## src/hw/rtl/sar_pkg.sv

```systemverilog
`timescale 1ns / 1ps
package sar_pkg;

  localparam int HDR_LEN  = 40;
  localparam int SEG_LEN  = 40;
  localparam int OPT_LEN  = 20;
  localparam int SUM_W    = 21;
  localparam int IDX_W    = 6;

  localparam logic [7:0]  SYN_FLAG   = 8'h02;
  localparam logic [7:0]  SYNACK     = 8'h12;
  localparam logic [3:0]  DOFF_10    = 4'hA;
  localparam logic [31:0] LFSR_MASK  = 32'h8020_0003;
  localparam logic [15:0] PROTO_TCP  = 16'h0006;

  // register index codes, taken from paddr[2]
  localparam logic REG_TARGET = 1'b0;
  localparam logic REG_SEED   = 1'b1;

  typedef struct packed {
    logic [31:0]      peer;
    logic [15:0]      sport;
    logic [15:0]      dport;
    logic [31:0]      seq;
    logic [31:0]      ack;
    logic [3:0]       rsvd;
    logic [15:0]      window;
    logic [15:0]      urgent;
    logic [SUM_W-1:0] sum;
  } desc_t;

  function automatic logic [7:0] opt_byte(input logic [4:0] i);
    logic [7:0] b;
    case (i)
      5'd0:    b = 8'h02;
      5'd1:    b = 8'h04;
      5'd2:    b = 8'hff;
      5'd3:    b = 8'hd7;
      5'd4:    b = 8'h04;
      5'd5:    b = 8'h02;
      5'd6:    b = 8'h08;
      5'd7:    b = 8'h0a;
      5'd8:    b = 8'h13;
      5'd9:    b = 8'h36;
      5'd10:   b = 8'h7d;
      5'd11:   b = 8'h28;
      5'd16:   b = 8'h01;
      5'd17:   b = 8'h03;
      5'd18:   b = 8'h03;
      5'd19:   b = 8'h07;
      default: b = 8'h00;
    endcase
    return b;
  endfunction

  function automatic logic [SUM_W-1:0] opt_sum();
    logic [SUM_W-1:0] s;
    s = '0;
    for (int i = 0; i < OPT_LEN / 2; i++) begin
      s = s + SUM_W'({opt_byte(5'(2 * i)), opt_byte(5'(2 * i + 1))});
    end
    return s;
  endfunction

  // fixed words: pseudo-header protocol and length, offset/flags word, options
  localparam logic [SUM_W-1:0] SUM_BASE = opt_sum() + SUM_W'(PROTO_TCP)
                                        + SUM_W'(SEG_LEN) + SUM_W'({DOFF_10, 4'h0, SYNACK});

  function automatic logic [31:0] lfsr_next(input logic [31:0] s);
    return s[0] ? ((s >> 1) ^ LFSR_MASK) : (s >> 1);
  endfunction

endpackage

```

## src/hw/rtl/syn_ack_responder_core.sv

```systemverilog
`timescale 1ns / 1ps
// takes one packet byte per cycle; input stalls only when two replies are already queued
// a reply's first byte goes via the queue and desc_r to the output register after byte forty
// a reply streams 40 bytes, one per cycle while out_tready, via the single output byte register
// replies follow with no gap, so 40-byte packets sustain one byte per cycle if out_tready holds
// reset (rst_n, synchronous) clears counters and queue, listen address to 0, seed and lfsr to 1
module syn_ack_responder_core (
  input  logic        clk,
  input  logic        rst_n,
  input  logic        in_tvalid,
  output logic        in_tready,
  input  logic [7:0]  in_tdata,    // data_byte
  input  logic        in_tlast,
  output logic        out_tvalid,
  input  logic        out_tready,
  output logic [39:0] out_tdata,   // out_byte [7:0], reply_addr [39:8]
  output logic        out_tlast,
  input  logic        cfg_psel,
  input  logic        cfg_penable,
  input  logic        cfg_pwrite,
  input  logic [2:0]  cfg_paddr,
  input  logic [31:0] cfg_pwdata,
  output logic [31:0] cfg_prdata,
  output logic        cfg_pready
);
  import sar_pkg::*;

  logic [31:0] target_r, seed_r;
  logic        wr, seed_load;
  logic        q_full, q_push, q_pop, q_valid;
  desc_t       push_desc, head;

  assign cfg_pready = 1'b1;
  assign wr         = cfg_psel && cfg_penable && cfg_pwrite && cfg_pready;
  assign seed_load  = wr && (cfg_paddr[2] == REG_SEED);
  assign cfg_prdata = (cfg_paddr[2] == REG_SEED) ? seed_r : target_r;

  always_ff @(posedge clk) begin
    if (!rst_n) begin
      target_r <= '0;
      seed_r   <= 32'd1;
    end else if (wr) begin
      if (cfg_paddr[2] == REG_TARGET) begin
        target_r <= cfg_pwdata;
      end else begin
        seed_r <= cfg_pwdata;
      end
    end
  end

  sar_front u_front (
    .clk         (clk),
    .rst_n       (rst_n),
    .in_tvalid   (in_tvalid),
    .in_tready   (in_tready),
    .in_tdata    (in_tdata),
    .in_tlast    (in_tlast),
    .listen_addr (target_r),
    .seed_load   (seed_load),
    .seed_value  (cfg_pwdata),
    .q_full      (q_full),
    .q_push      (q_push),
    .q_desc      (push_desc)
  );

  sar_queue u_queue (
    .clk       (clk),
    .rst_n     (rst_n),
    .push      (q_push),
    .push_desc (push_desc),
    .full      (q_full),
    .pop       (q_pop),
    .valid     (q_valid),
    .head      (head)
  );

  sar_back u_back (
    .clk        (clk),
    .rst_n      (rst_n),
    .q_valid    (q_valid),
    .q_desc     (head),
    .q_pop      (q_pop),
    .out_tvalid (out_tvalid),
    .out_tready (out_tready),
    .out_tdata  (out_tdata),
    .out_tlast  (out_tlast)
  );

`ifndef SYNTHESIS
  a_no_overflow: assert property (@(posedge clk) disable iff (!rst_n)
    q_push |-> !q_full || q_pop)
    else $error("reply queue overflow");

  a_no_underflow: assert property (@(posedge clk) disable iff (!rst_n)
    q_pop |-> q_valid)
    else $error("reply queue underflow");

  a_last_ends_reply: assert property (@(posedge clk) disable iff (!rst_n)
    (out_tvalid && out_tready && out_tlast) |=> !(out_tvalid && out_tlast))
    else $error("back-to-back last bytes");
`endif

endmodule

```

## src/hw/rtl/sar_front.sv

```systemverilog
`timescale 1ns / 1ps
module sar_front (
  input  logic          clk,
  input  logic          rst_n,
  input  logic          in_tvalid,
  output logic          in_tready,
  input  logic [7:0]    in_tdata,
  input  logic          in_tlast,
  input  logic [31:0]   listen_addr,
  input  logic          seed_load,
  input  logic [31:0]   seed_value,
  input  logic          q_full,
  output logic          q_push,
  output sar_pkg::desc_t q_desc
);
  import sar_pkg::*;

  logic [IDX_W-1:0] cnt_r;
  logic [SUM_W-1:0] sum_r, sum_nxt, term;
  logic [31:0]      peer_r, our_r, rseq_r, ack_r, lfsr_r;
  logic [15:0]      sport_r, dport_r, win_r;
  logic [7:0]       flags_r, urg_hi_r;
  logic [3:0]       nib_r;
  logic             xfer, keep;

  assign in_tready = !((cnt_r == IDX_W'(HDR_LEN - 1)) && q_full);
  assign xfer      = in_tvalid && in_tready;
  assign keep      = xfer && (cnt_r < IDX_W'(HDR_LEN));

  always_comb begin
    term = '0;
    case (cnt_r)
      6'd0:  term = SUM_BASE;
      6'd12, 6'd14, 6'd16, 6'd18, 6'd20, 6'd22, 6'd34, 6'd38: begin
        term = SUM_W'({in_tdata, 8'h00});
      end
      6'd13, 6'd15, 6'd17, 6'd19, 6'd21, 6'd23, 6'd35, 6'd39: begin
        term = SUM_W'(in_tdata);
      end
      6'd29: term = SUM_W'(ack_r[31:16]);
      6'd31: term = SUM_W'(ack_r[15:0]);
      6'd32: term = SUM_W'({in_tdata[3:0], 8'h00});
      default: term = '0;
    endcase
    sum_nxt = (cnt_r == '0) ? term : sum_r + term;
  end

  assign q_push = xfer && (cnt_r == IDX_W'(HDR_LEN - 1)) && (our_r == listen_addr)
                  && (flags_r == SYN_FLAG);

  always_comb begin
    q_desc.peer   = peer_r;
    q_desc.sport  = sport_r;
    q_desc.dport  = dport_r;
    q_desc.seq    = lfsr_r;
    q_desc.ack    = ack_r;
    q_desc.rsvd   = nib_r;
    q_desc.window = win_r;
    q_desc.urgent = {urg_hi_r, in_tdata};
    q_desc.sum    = sum_nxt;
  end

  always_ff @(posedge clk) begin
    if (!rst_n) begin
      cnt_r <= '0;
    end else if (xfer) begin
      if (in_tlast) begin
        cnt_r <= '0;
      end else if (cnt_r < IDX_W'(HDR_LEN)) begin
        cnt_r <= cnt_r + 1'b1;
      end
    end
  end

  always_ff @(posedge clk) begin
    if (!rst_n) begin
      lfsr_r <= 32'd1;
    end else if (seed_load) begin
      lfsr_r <= (seed_value == '0) ? 32'd1 : seed_value;
    end else if (q_push) begin
      lfsr_r <= lfsr_next(lfsr_r);
    end
  end

  always_ff @(posedge clk) begin
    if (keep) begin
      sum_r <= sum_nxt;
      case (cnt_r)
        6'd12, 6'd13, 6'd14, 6'd15: peer_r  <= {peer_r[23:0], in_tdata};
        6'd16, 6'd17, 6'd18, 6'd19: our_r   <= {our_r[23:0], in_tdata};
        6'd20, 6'd21:               sport_r <= {sport_r[7:0], in_tdata};
        6'd22, 6'd23:               dport_r <= {dport_r[7:0], in_tdata};
        6'd24, 6'd25, 6'd26, 6'd27: rseq_r  <= {rseq_r[23:0], in_tdata};
        6'd28:                      ack_r   <= rseq_r + 32'd1;
        6'd32:                      nib_r   <= in_tdata[3:0];
        6'd33:                      flags_r <= in_tdata;
        6'd34, 6'd35:               win_r   <= {win_r[7:0], in_tdata};
        6'd38:                      urg_hi_r <= in_tdata;
        default: ;
      endcase
    end
  end

endmodule

```

## src/hw/rtl/sar_queue.sv

```systemverilog
`timescale 1ns / 1ps
module sar_queue (
  input  logic           clk,
  input  logic           rst_n,
  input  logic           push,
  input  sar_pkg::desc_t push_desc,
  output logic           full,
  input  logic           pop,
  output logic           valid,
  output sar_pkg::desc_t head
);
  import sar_pkg::*;

  desc_t      ent_r [2];
  logic       wp_r, rp_r;
  logic [1:0] cnt_r;

  assign full  = (cnt_r == 2'd2);
  assign valid = (cnt_r != 2'd0);
  assign head  = ent_r[rp_r];

  always_ff @(posedge clk) begin
    if (!rst_n) begin
      wp_r  <= 1'b0;
      rp_r  <= 1'b0;
      cnt_r <= '0;
    end else begin
      if (push) begin
        wp_r <= ~wp_r;
      end
      if (pop) begin
        rp_r <= ~rp_r;
      end
      case ({push, pop})
        2'b10:   cnt_r <= cnt_r + 2'd1;
        2'b01:   cnt_r <= cnt_r - 2'd1;
        default: cnt_r <= cnt_r;
      endcase
    end
  end

  always_ff @(posedge clk) begin
    if (push) begin
      ent_r[wp_r] <= push_desc;
    end
  end

endmodule

```

## src/hw/rtl/sar_back.sv

```systemverilog
`timescale 1ns / 1ps
module sar_back (
  input  logic           clk,
  input  logic           rst_n,
  input  logic           q_valid,
  input  sar_pkg::desc_t q_desc,
  output logic           q_pop,
  output logic           out_tvalid,
  input  logic           out_tready,
  output logic [39:0]    out_tdata,
  output logic           out_tlast
);
  import sar_pkg::*;

  desc_t            desc_r;
  logic             busy_r, ov_r, ol_r;
  logic [IDX_W-1:0] idx_r;
  logic [SUM_W-1:0] csa_r;
  logic [16:0]      csb_r;
  logic [15:0]      ck_r;
  logic [7:0]       ob_r, sel;
  logic [31:0]      oaddr_r;
  logic             out_adv, emit, fin;

  assign out_adv = !ov_r || out_tready;
  assign emit    = busy_r && out_adv;
  assign fin     = emit && (idx_r == IDX_W'(SEG_LEN - 1));
  assign q_pop   = q_valid && (!busy_r || fin);

  always_comb begin
    case (idx_r)
      6'd0:  sel = desc_r.dport[15:8];
      6'd1:  sel = desc_r.dport[7:0];
      6'd2:  sel = desc_r.sport[15:8];
      6'd3:  sel = desc_r.sport[7:0];
      6'd4:  sel = desc_r.seq[31:24];
      6'd5:  sel = desc_r.seq[23:16];
      6'd6:  sel = desc_r.seq[15:8];
      6'd7:  sel = desc_r.seq[7:0];
      6'd8:  sel = desc_r.ack[31:24];
      6'd9:  sel = desc_r.ack[23:16];
      6'd10: sel = desc_r.ack[15:8];
      6'd11: sel = desc_r.ack[7:0];
      6'd12: sel = {DOFF_10, desc_r.rsvd};
      6'd13: sel = SYNACK;
      6'd14: sel = desc_r.window[15:8];
      6'd15: sel = desc_r.window[7:0];
      6'd16: sel = ck_r[15:8];
      6'd17: sel = ck_r[7:0];
      6'd18: sel = desc_r.urgent[15:8];
      6'd19: sel = desc_r.urgent[7:0];
      default: sel = opt_byte(5'(idx_r - 6'd20));
    endcase
  end

  always_ff @(posedge clk) begin
    if (!rst_n) begin
      busy_r <= 1'b0;
      ov_r   <= 1'b0;
      idx_r  <= '0;
    end else begin
      if (q_pop) begin
        busy_r <= 1'b1;
      end else if (fin) begin
        busy_r <= 1'b0;
      end
      if (q_pop) begin
        idx_r <= '0;
      end else if (emit) begin
        idx_r <= idx_r + 1'b1;
      end
      if (emit) begin
        ov_r <= 1'b1;
      end else if (out_tready) begin
        ov_r <= 1'b0;
      end
    end
  end

  // checksum settles through csa_r, csb_r and ck_r after load, well before byte sixteen
  always_ff @(posedge clk) begin
    if (q_pop) begin
      desc_r <= q_desc;
      csa_r  <= q_desc.sum + SUM_W'(q_desc.seq[31:16]) + SUM_W'(q_desc.seq[15:0]);
    end
    csb_r <= 17'(csa_r[SUM_W-1:16]) + 17'(csa_r[15:0]);
    ck_r  <= ~(csb_r[15:0] + 16'(csb_r[16]));
    if (emit) begin
      ob_r    <= sel;
      ol_r    <= (idx_r == IDX_W'(SEG_LEN - 1));
      oaddr_r <= desc_r.peer;
    end
  end

  assign out_tvalid = ov_r;
  assign out_tdata  = {oaddr_r, ob_r};
  assign out_tlast  = ol_r;

endmodule

```

## config.mk

```make
export PLATFORM = sky130hd
export DESIGN_NAME = syn_ack_responder_core
export DESIGN_NICKNAME = d
export VERILOG_FILES = /design/src/hw/rtl/sar_pkg.sv /design/src/hw/rtl/syn_ack_responder_core.sv /design/src/hw/rtl/sar_front.sv /design/src/hw/rtl/sar_queue.sv /design/src/hw/rtl/sar_back.sv
export SDC_FILE = /design/constraint.sdc
export NUM_CORES = 1
export LEC_CHECK = 0
export BUFFER_PORTS_ARGS = -buffer_cell sky130_fd_sc_hd__buf_2
export CORE_MARGIN = 8
export CORE_UTILIZATION = 60
export DETAILED_ROUTE_END_ITERATION = 8
export PLACE_DENSITY = 0.81
export SLEW_MARGIN = 20
export SYNTH_ARGS = -nofsm -noshare
export SYNTH_HDL_FRONTEND = slang
export SYNTH_SLANG_ARGS = --single-unit
export TNS_END_PERCENT = 1
```

## constraint.sdc

```tcl
create_clock -name clk -period 12.3 [get_ports clk]
set_clock_uncertainty 0.2 [all_clocks]
set_input_delay 0 -clock clk [delete_from_list [all_inputs] [get_ports clk]]
set_output_delay 0 -clock clk [all_outputs]
set_load 0.02 [all_outputs]
```

==> flow_metrics.env, run 1 <==
export IMPL_run_status="complete, no violations"
export IMPL_worst_path_buf_inv=2
export IMPL_cpLargestDelayFamily="adder cells"
export IMPL_portBuffers=123
export IMPL_grt_usage_pct=24.4
export IMPL_yosysTopAreaCell="edfxtp_1"
export IMPL_synth_commonest_cells="813 x edfxtp_1, 213 x mux2_2, 209 x nand2_1, 148 x dfxtp_1, 93 x xnor2_1"
export IMPL_routed_top_layer="met4"
export IMPL_die_x_um=268
export IMPL_wl_met3_mm=6.74
export IMPL_synth_flop_cell="edfxtp_1"
export IMPL_power_frac_comb_pct=2.7
export IMPL_fill_cells=3942
export IMPL_htreeDepth=3
export IMPL_netlist_area_mm2=0.0383
export IMPL_synth_cell_type_count=80
export IMPL_ant_nets=0
export IMPL_worstMarginPinSlew_ps=1100
export IMPL_final_setup_viol_count=0
export IMPL_antenna_found_initial=7
export IMPL_dpl_cell_count=3363
export IMPL_power_density_mw_per_mm2=149
export IMPL_cts_buffer_depth=3
export IMPL_fin_util_pct=69.5
export IMPL_crit_path_top_delay_cell="dfxtp_4"
export IMPL_clockRootBuffer="clkbuf_16"
export IMPL_dr_total_vias=22100
export IMPL_async_flop_share_pct=0
export IMPL_reg2reg_depth=12
export IMPL_postPlaceCellArea_mm2=0.0397
export IMPL_leakagePower_nw=14.9
export IMPL_synth_warnings=0
export IMPL_synth_edf_count=813
export IMPL_wl_met2_mm=44.0
export IMPL_grt_ovfl_total=0
export IMPL_reg2reg_slack_ps=6950
export IMPL_num_rows=92
export IMPL_cts_setup_buffers=0
export IMPL_gp_congestion=0.961
export IMPL_final_nets=2836
export IMPL_slew_violations=0
export IMPL_dieArea_mm2=0.0721
export IMPL_grt_pass1_vias=22100
export IMPL_clkTransAtPathRegs_ps=60
export IMPL_pwr_share_clk_pct=43.5
export IMPL_wl_per_cell_um=24.5
export IMPL_avgSynthCellArea_um2=15.5
export IMPL_worstSetupPathType="reg2reg"
export IMPL_grt_max_degree=177
export IMPL_ir_drop_uv=105
export IMPL_cts_sinks=961
export IMPL_drc=0
export IMPL_maxCapViolations=0
export IMPL_p_int_mw=5.21
export IMPL_switching_share_pct=20.3
export IMPL_critPathCaptureType="flop"
export IMPL_cp_start_kind="flop"
export IMPL_min_period_over_period_pct=43.5
export IMPL_wirelength_mm=88.9
export IMPL_boundaryPins=127
export IMPL_final_area_mm2=0.0438
export IMPL_rr_endpoint="u_back.csa_r[19]$_DFFE_PP_"
export IMPL_dp_final_hpwl_mm=55.5
export IMPL_period_minus_slack_ps=5350
export IMPL_fin_tns_setup_ps=0
export IMPL_antennaDiodeCount=0
export IMPL_p_sw_mw=1.33
export IMPL_ys_ff_latch=961
export IMPL_min_from="cfg_pwdata[15]"
export IMPL_stdcell_count=3629
export IMPL_hold_path_depth=4
export IMPL_die_h_um=268
export IMPL_yosysMostFrequentCell="edfxtp_1"
export IMPL_relSlewSlack_pct=26.9
export IMPL_areaGrowthSynthToFinish_pct=14.6
export IMPL_grt_pass1_wl_mm=133
export IMPL_cp_max_fo=71
export IMPL_cts_tree="yes"
export IMPL_holdPathEnd="seed_r[15]$_SDFFE_PN0P_"
export IMPL_fp_coreArea_mm2=0.0631
export IMPL_via_per_inst=6.10
export IMPL_drive_above_1_share_pct=18.8
export IMPL_cp_cell_sequence="buf_4 > mux2_2 > fa_1 > ha_1 > inv_1 > fa_1 > nor2b_1 > o31a_1 > o2111ai_1 > a311oi_1 > o21ai_0 > xor2_1"
export IMPL_yosys_area_top_type_share_pct=63.8
export IMPL_yosysSeqAreaShare_pct=71.6
export IMPL_power_share_sequential_pct=53.8
export IMPL_met1_length_mm=35.4
export IMPL_cp_common_cell="fa_1"
export IMPL_required_ps=12500
export IMPL_clkLatencyLatePin_ps=670
export IMPL_cp_arrival_ps=5550
export IMPL_numCtsBuffers=91
export IMPL_dr_pass1_iters=8
export IMPL_clock_fmax_mhz=187
export IMPL_synthCells=2469
export IMPL_hold_violations=0
export IMPL_initial_utilization_pct=60.6
export IMPL_rsz0062_at_grt="no"
export IMPL_dr_first_iter_drc_count=2403
export IMPL_slowest_delay_ps=970
export IMPL_hold_class="in2reg"
export IMPL_synthTopCellsByArea="edfxtp_1 64%, dfxtp_1 7.7%, mux2_2 6.3%"
export IMPL_synth_nets=2598
[layout make-up]
cell class / count / area [um^2] / area share (%)
clock buffers: 116 / 2480 / 5.66
clock inverters: 53 / 623 / 1.42
well taps: 846 / 1060 / 2.41
inverters: 49 / 189 / 0.431
flip-flops and latches: 961 / 27400 / 62.5
multi-input cells: 1356 / 10300 / 23.4
repair buffers: 248 / 1830 / 4.17
[worst max path at each step]
stage | from | to | slack, ps | depth (start not counted)
after floorplan | u_front.our_r[7]$_DFFE_PP_ | u_queue.ent_r[0][0]$_DFFE_PP_ | 2420 | 5
after global placement | flop | u_back.csa_r[19]$_DFFE_PP_ | 7040 | 12
after detailed placement | flop | u_back.csa_r[19]$_DFFE_PP_ | 6960 | 12
after CTS | flop | u_back.csa_r[19]$_DFFE_PP_ | 6940 | 12
after global routing | flop | u_back.csa_r[19]$_DFFE_PP_ | 6640 | 12
final | flop | u_back.csa_r[19]$_DFFE_PP_ | 6950 | 12
[cell usage in the layout (no fill, tap or decap), drive strengths merged, types with 14 or more instances in the layout]
cell type    synthesis  layout
dlygate4sd3          0      96
buf                 26     152
a22oi               20      20
edfxtp             813     813
ha                  59      59
nor3                21      21
a21o                14      14
xnor2               93      93
and3                37      37
nor2                91      91
clkinv               0      43
a21boi              69      69
a221oi              18      18
nand3               43      43
mux2i               57      57
a21oi               68      68
mux2               213     213
o21ai               76      76
nand2              209     209
fa                  19      19
clkbuf              77     116
nand4               29      29
xor2                32      32
inv                 49      50
dfxtp              148     148
[stage by stage]
step / hold WS (ps) / power (mW) / setup slack, ps
after detailed placement: 100 / 3.73 / 6960
final: 20.0 / 6.54 / 6950
after global routing: 45.0 / 6.72 / 6640
after floorplan: -101 / 3.67 / 2420
after global placement: 91.0 / 3.73 / 7040
after CTS: 2.70 / 6.57 / 6940
[flip-flops by register name, summed over array words and instances (netlist names), 2 cells and up, named ones only]
name and count:
u_front.peer_r 32, u_front.nib_r 4, u_front.our_r 32, u_back.csb_r 17, u_queue.ent_r 370, seed_r 32, u_back.ob_r 8, u_front.sum_r 21
u_back.ck_r 16, target_r 32, u_front.cnt_r 6, u_back.csa_r 21, u_front.rseq_r 32, u_front.ack_r 32, u_back.desc_r 164, u_front.urg_hi_r 8
u_front.sport_r 16, u_back.idx_r 6, u_front.win_r 16, u_front.flags_r 8, u_front.lfsr_r 32, u_front.dport_r 16, u_back.oaddr_r 32, u_queue.cnt_r 2
[power by group through the flow]
| stage | Clock (mW) | Sequential, mW | Combinational, mW |
|---|---|---|---|
| final | 2.85 | 3.52 | 0.174 |
| after global routing | 3.02 | 3.52 | 0.186 |
| after CTS | 2.88 | 3.52 | 0.169 |
| after detailed placement | 0 | 3.59 | 0.146 |
| after global placement | 0 | 3.59 | 0.140 |
| after floorplan | 0 | 3.58 | 0.0900 |
[layer usage]
| layer | up-vias | track usage, % |
|---|---|---|
| met5 | - | 0 |
| met2 | 986 | 41.3 |
| met4 | 0 | 8.00 |
| li1 | 9857 | - |
| met3 | 191 | 4.11 |
| met1 | 11100 | 32.2 |
[cells by family (layout without fill, tap and decap cells)]
logic type | count (synthesis) | after routing | synth area share, %
and+or+nand+nor | 495 | 495 | 6.21
buffers and inverters | 152 | 466 | 1.65
other | 1 | 1 | 0.00980
DFF | 961 | 961 | 71.6
xor gates and xnor gates | 125 | 125 | 2.86
adders and majority gates | 78 | 78 | 2.92
AOI/OAI and AO/OA | 387 | 387 | 7.01
muxes | 270 | 270 | 7.76
[tightest hold or removal path: stages]
cell,delay (ps)
dlygate4sd3_1,540
buf_2,170
nand2_1,60
a21boi_0,70
[repair_timing]
item | CTS | global route
hold endpoints to repair | 280 | 0
hold buffers | 96 | 0
gates resized for setup | 0 | 0
No activity file was read; power rests on OpenSTA's default activity.
==> inputs of run 2 (changes only) <==
- clock period: 12.3 -> 5.5 ns (I/O delays scaled with it)
==> flow_metrics.env, run 2 (synthesized netlist as in run 1, its figures left out) <==
export IMPL_power_share_sequential_pct=55.5
export IMPL_grt_pass1_wl_mm=136
export IMPL_rr_endpoint="u_front.sum_r[15]$_DFFE_PP_"
export IMPL_hold_class="in2reg"
export IMPL_die_x_um=268
export IMPL_p_sw_mw=2.96
export IMPL_cts_buffer_depth=3
export IMPL_regMostFlops="u_queue.ent_r"
export IMPL_numCtsBuffers=91
export IMPL_fin_tns_setup_ps=0
export IMPL_critPathCaptureType="flop"
export IMPL_reg2reg_slack_ps=720
export IMPL_wl_per_cell_um=25.0
export IMPL_dp_final_hpwl_mm=57.3
export IMPL_gp_congestion=0.950
export IMPL_layout_common_cells="813 x edfxtp_1, 213 x mux2_2, 209 x nand2_1"
export IMPL_initial_utilization_pct=60.6
export IMPL_hold_violations=0
export IMPL_die_h_um=268
export IMPL_portBuffers=123
export IMPL_final_setup_viol_count=0
export IMPL_min_from="cfg_pwdata[27]"
export IMPL_ctsResizeCount=0
export IMPL_dr_total_vias=22400
export IMPL_p_int_mw=11.2
export IMPL_maxCapViolations=0
export IMPL_period_minus_slack_ps=4780
export IMPL_pwr_share_clk_pct=41.7
export IMPL_ant_nets=0
export IMPL_clkTransAtPathRegs_ps=60
export IMPL_cts_sinks=961
export IMPL_min_period_over_period_pct=86.9
export IMPL_hold_path_depth=4
export IMPL_clockRootBuffer="clkbuf_16"
export IMPL_run_status="complete, no violations"
export IMPL_dr_pass1_iters=7
export IMPL_power_density_mw_per_mm2=325
export IMPL_areaGrowthSynthToFinish_pct=14.3
export IMPL_boundaryPins=127
export IMPL_via_per_inst=6.15
export IMPL_final_nets=2852
export IMPL_power_frac_comb_pct=2.8
export IMPL_fp_coreArea_mm2=0.0631
export IMPL_worstSetupPathType="reg2reg"
export IMPL_clkLatencyLatePin_ps=670
export IMPL_grt_ovfl_total=0
export IMPL_slew_violations=0
export IMPL_rsz0062_at_grt="no"
export IMPL_grt_max_degree=94
export IMPL_dieArea_mm2=0.0721
export IMPL_reg2reg_from="u_front.cnt_r[0]$_SDFFE_PN0P_"
export IMPL_drc=0
export IMPL_holdPathEnd="u_front.lfsr_r[27]$_SDFFE_PN0P_"
export IMPL_drive_above_1_share_pct=18.6
export IMPL_wirelength_mm=91.0
export IMPL_switching_share_pct=20.8
export IMPL_cp_arrival_ps=5010
export IMPL_largest_reg_flops=370
export IMPL_required_ps=5730
export IMPL_htreeDepth=3
export IMPL_cp_start_kind="flop"
export IMPL_reg_top3="u_queue.ent_r (370), u_back.desc_r (164)"
export IMPL_cts_setup_buffers=0
export IMPL_num_rows=92
export IMPL_dr_first_iter_drc_count=2586
export IMPL_cp_max_fo=20
export IMPL_ir_drop_uv=275
export IMPL_leakagePower_nw=14.8
export IMPL_grt_usage_pct=24.9
export IMPL_final_common_cell="edfxtp_1"
export IMPL_reg2reg_depth=14
export IMPL_worstMarginPinSlew_ps=1030
export IMPL_grt_pass1_vias=22500
export IMPL_cts_tree="yes"
export IMPL_antenna_found_initial=6
export IMPL_clock_fmax_mhz=209
export IMPL_relSlewSlack_pct=30.9
export IMPL_timing_hold_ws_ps=47.9
run 2: cell count changes in the layout (fill, tap and decap cells not counted), moves of 2 or more:
cell	previous run	this run
clkbuf_1	15	29
buf_4	27	36
bufinv_16	9	2
clkbuf_8	9	3
dlygate4sd3_1	96	101
buf_12	1	4
clkinv_2	18	15
clkinvlp_4	0	2
diode_2	0	2
run 2: layout make-up:
cell class	count	area, um^2
Clock buffer	123	2430
Clock inverter	45	402
Timing Repair Buffer	264	1980
Inverter	49	189
Fill cell	3939	19400
Multi-Input combinational cell	1356	10300
Tap cell	846	1060
Antenna cell	2	5.00
Sequential cell	961	27400
run 2: power by group through the flow:
stage | logic, mW | registers [mW] | clock network (mW)
after floorplan | 0.201 | 8.02 | 0
after global routing | 0.422 | 7.87 | 6.27
after CTS | 0.383 | 7.87 | 6.00
after global placement | 0.313 | 8.02 | 0
after detailed placement | 0.327 | 8.03 | 0
final | 0.395 | 7.87 | 5.92
run 2: repair_timing:
| item | CTS | global route |
|---|---|---|
| endpoints found under the setup margin | 0 | 0 |
| hold endpoints to repair | 258 | 0 |
| hold buffers | 101 | 0 |
run 2: how the worst max path moves through the flow:
stage	cells after the start	startpoint	slack (ps)	endpoint
after global routing	14	u_front.cnt_r[0]$_SDFFE_PN0P_	480	u_queue.ent_r[1][15]$_DFFE_PP_
after detailed placement	14	u_front.cnt_r[0]$_SDFFE_PN0P_	1000	u_queue.ent_r[1][15]$_DFFE_PP_
after floorplan	5	u_front.our_r[7]$_DFFE_PP_	-1270	u_queue.ent_r[0][0]$_DFFE_PP_
after CTS	14	u_front.cnt_r[0]$_SDFFE_PN0P_	850	u_queue.ent_r[1][15]$_DFFE_PP_
final	14	u_front.cnt_r[0]$_SDFFE_PN0P_	720	u_front.sum_r[15]$_DFFE_PP_
after global placement	14	u_front.cnt_r[0]$_SDFFE_PN0P_	1220	u_queue.ent_r[0][18]$_DFFE_PP_
run 2: critical path, stage by stage (launching register included):
cell and delay (ps):
dfxtp_1 440, inv_1 120, ha_1 290, nand3_1 510, inv_1 160, buf_4 260
a221oi_1 310, nand2_1 130, ha_1 280, a211oi_1 550, o211ai_1 250, a41oi_1 470
nor3_1 140, o21a_1 190, nor3_1 250
run 2: through the flow:
step	area, um^2	total power [mW]	cells	setup slack [ps]	util (%)
finish	43700	14.2	3646	719	69.3
global placement	39900	8.34	3375	1220	63.2
global route	43700	14.6	3645	476	69.3
floorplan	38300	8.22	2469	-1270	-
CTS	43700	14.3	3644	850	69.3
detailed placement	39900	8.35	3375	1000	63.2
run 2: per-layer routing:
| metal | GRT usage (%) | routed length, um | up-vias |
|---|---|---|---|
| li1 | - | - | 9882 |
| met1 | 32.3 | 35300 | 11200 |
| met2 | 42.4 | 45400 | 1127 |
| met3 | 3.98 | 7090 | 219 |
| met4 | 9.12 | 3270 | 2 |
| met5 | 0 | 10 | - |
==> inputs of run 3 (changes only) <==
- clock period: 5.5 -> 5 ns (I/O delays scaled with it)
==> flow_metrics.env, run 3 (synthesized netlist as in run 1, its figures left out) <==
export IMPL_via_per_inst=6.13
export IMPL_required_ps=5270
export IMPL_clkTransAtPathRegs_ps=60
export IMPL_die_h_um=268
export IMPL_stdcell_count=3638
export IMPL_hold_class="in2reg"
export IMPL_period_minus_slack_ps=4550
export IMPL_layout_common_cells="813 x edfxtp_1, 213 x mux2_2, 209 x nand2_1"
export IMPL_pwr_share_clk_pct=43.9
export IMPL_fp_coreArea_mm2=0.0631
export IMPL_grt_max_degree=101
export IMPL_cp_start_kind="flop"
export IMPL_initial_utilization_pct=60.6
export IMPL_cp_max_fo=8
export IMPL_antenna_found_initial=6
export IMPL_reg2reg_depth=15
export IMPL_largest_reg_flops=370
export IMPL_drc=0
export IMPL_cp_arrival_ps=4820
export IMPL_fin_util_pct=69.7
export IMPL_cts_tree="yes"
export IMPL_portBuffers=123
export IMPL_boundaryPins=127
export IMPL_grt_pass1_vias=22400
export IMPL_slew_violations=0
export IMPL_min_period_over_period_pct=91.0
export IMPL_hold_violations=0
export IMPL_hold_path_depth=4
export IMPL_final_nets=2840
export IMPL_ctsResizeCount=0
export IMPL_leakagePower_nw=14.9
export IMPL_grt_usage_pct=24.3
export IMPL_drive_above_1_share_pct=19.2
export IMPL_dp_final_hpwl_mm=55.9
export IMPL_critPathCaptureType="flop"
export IMPL_dpl_cell_count=3366
export IMPL_power_frac_comb_pct=2.6
export IMPL_final_setup_viol_count=0
export IMPL_worstMarginPinSlew_ps=1090
export IMPL_wl_per_cell_um=24.5
export IMPL_final_common_cell="edfxtp_1"
export IMPL_wirelength_mm=89.0
export IMPL_gp_congestion=0.942
export IMPL_slowest_delay_ps=460
export IMPL_rsz0062_at_grt="no"
export IMPL_cts_sinks=961
export IMPL_postCtsHoldBufs=96
export IMPL_numCtsBuffers=93
export IMPL_maxCapViolations=0
export IMPL_relSlewSlack_pct=26.8
export IMPL_grt_ovfl_total=0
export IMPL_power_share_sequential_pct=53.5
export IMPL_p_sw_mw=3.34
export IMPL_cp_cell_sequence="ha_1 > mux2i_1 > nor3_1 > o22ai_1 > nand3_1 > nand2_1 > nand2_1 > ha_1 > fa_1 > a211oi_2 > o211ai_1 > a31o_2 > a221oi_2 > o21ai_0 > a21oi_1"
export IMPL_dr_total_vias=22300
export IMPL_num_rows=92
export IMPL_p_int_mw=12.9
export IMPL_htreeDepth=3
export IMPL_clkLatencyLatePin_ps=670
export IMPL_die_x_um=268
export IMPL_clock_fmax_mhz=220
export IMPL_reg_top3="u_queue.ent_r (370), u_back.desc_r (164)"
export IMPL_crit_path_top_delay_cell="fa_1"
export IMPL_dieArea_mm2=0.0721
export IMPL_areaGrowthSynthToFinish_pct=14.9
export IMPL_switching_share_pct=20.6
export IMPL_ir_drop_uv=267
export IMPL_power_density_mw_per_mm2=368
export IMPL_run_status="complete, no violations"
export IMPL_clockRootBuffer="clkbuf_16"
export IMPL_dr_pass1_iters=6
export IMPL_finalPower_mw=16.2
export IMPL_worstSetupPathType="reg2reg"
export IMPL_cts_setup_buffers=0
export IMPL_grt_pass1_wl_mm=133
export IMPL_ant_nets=0
export IMPL_dr_first_iter_drc_count=2609
export IMPL_regMostFlops="u_queue.ent_r"
export IMPL_cts_buffer_depth=3
run 3: cell type report:
class,instances,area (um^2)
antenna,1,2.50
clock buffer,114,2490
clock inverter,61,677
fill,3882,19100
inverter,49,189
multi-input combinational,1356,10300
sequential,961,27400
tap,846,1060
timing repair buffer,250,1880
run 3: path summary, 6_finish.rpt:
path / start / to / slack (ps)
max: u_front.cnt_r[0]$_SDFFE_PN0P_ / u_queue.ent_r[1][20]$_DFFE_PP_ / 450
min: cfg_pwdata[15] / target_r[15]$_SDFFE_PN0P_ / 30
max reg2reg: u_front.cnt_r[0]$_SDFFE_PN0P_ / u_queue.ent_r[1][20]$_DFFE_PP_ / 450
min reg2reg: u_back.desc_r[165]$_DFFE_PP_ / u_back.oaddr_r[12]$_DFFE_PP_ / 220
run 3: per-stage QoR:
| step | hold WS (ps) | instance area [um^2] | worst slack [ps] | setup TNS [ps] |
|---|---|---|---|---|
| after CTS | 2.10 | 43900 | 584 | 0 |
| after floorplan | -101 | 38300 | -1770 | -792890 |
| after detailed placement | 96.9 | 39800 | 653 | 0 |
| after global placement | 76.8 | 39800 | 836 | 0 |
| final | 26.5 | 44000 | 450 | 0 |
| after global routing | 48.8 | 43900 | 237 | 0 |
run 3: metal layers:
layer / up-vias / global-route usage, % / share of wire [%]
met2: 1156 / 40.6 / 49
li1: 9855 / - / -
met3: 237 / 4.01 / 8.2
met5: - / 0 / 0
met4: 0 / 10.1 / 4.4
met1: 11100 / 31.9 / 39
run 3: power by group through the flow:
stage	combinational (mW)	sequential (mW)	clock, mW
2_1_floorplan	0.221	8.82	0
3_3_place_gp	0.343	8.83	0
3_5_place_dp	0.359	8.83	0
4_1_cts	0.416	8.66	7.18
5_1_grt	0.462	8.66	7.50
6_report	0.427	8.66	7.11
run 3: worst max-delay path, delay by kind of cell (launching register included):
family / cells / cell delay [ps]
AO/OA/AOI/OAI: 7 / 1780
adder cells (fa/ha/maj): 3 / 1050
multiplexers: 1 / 190
flip-flops: 1 / 370
AND/OR/NAND/NOR: 4 / 730
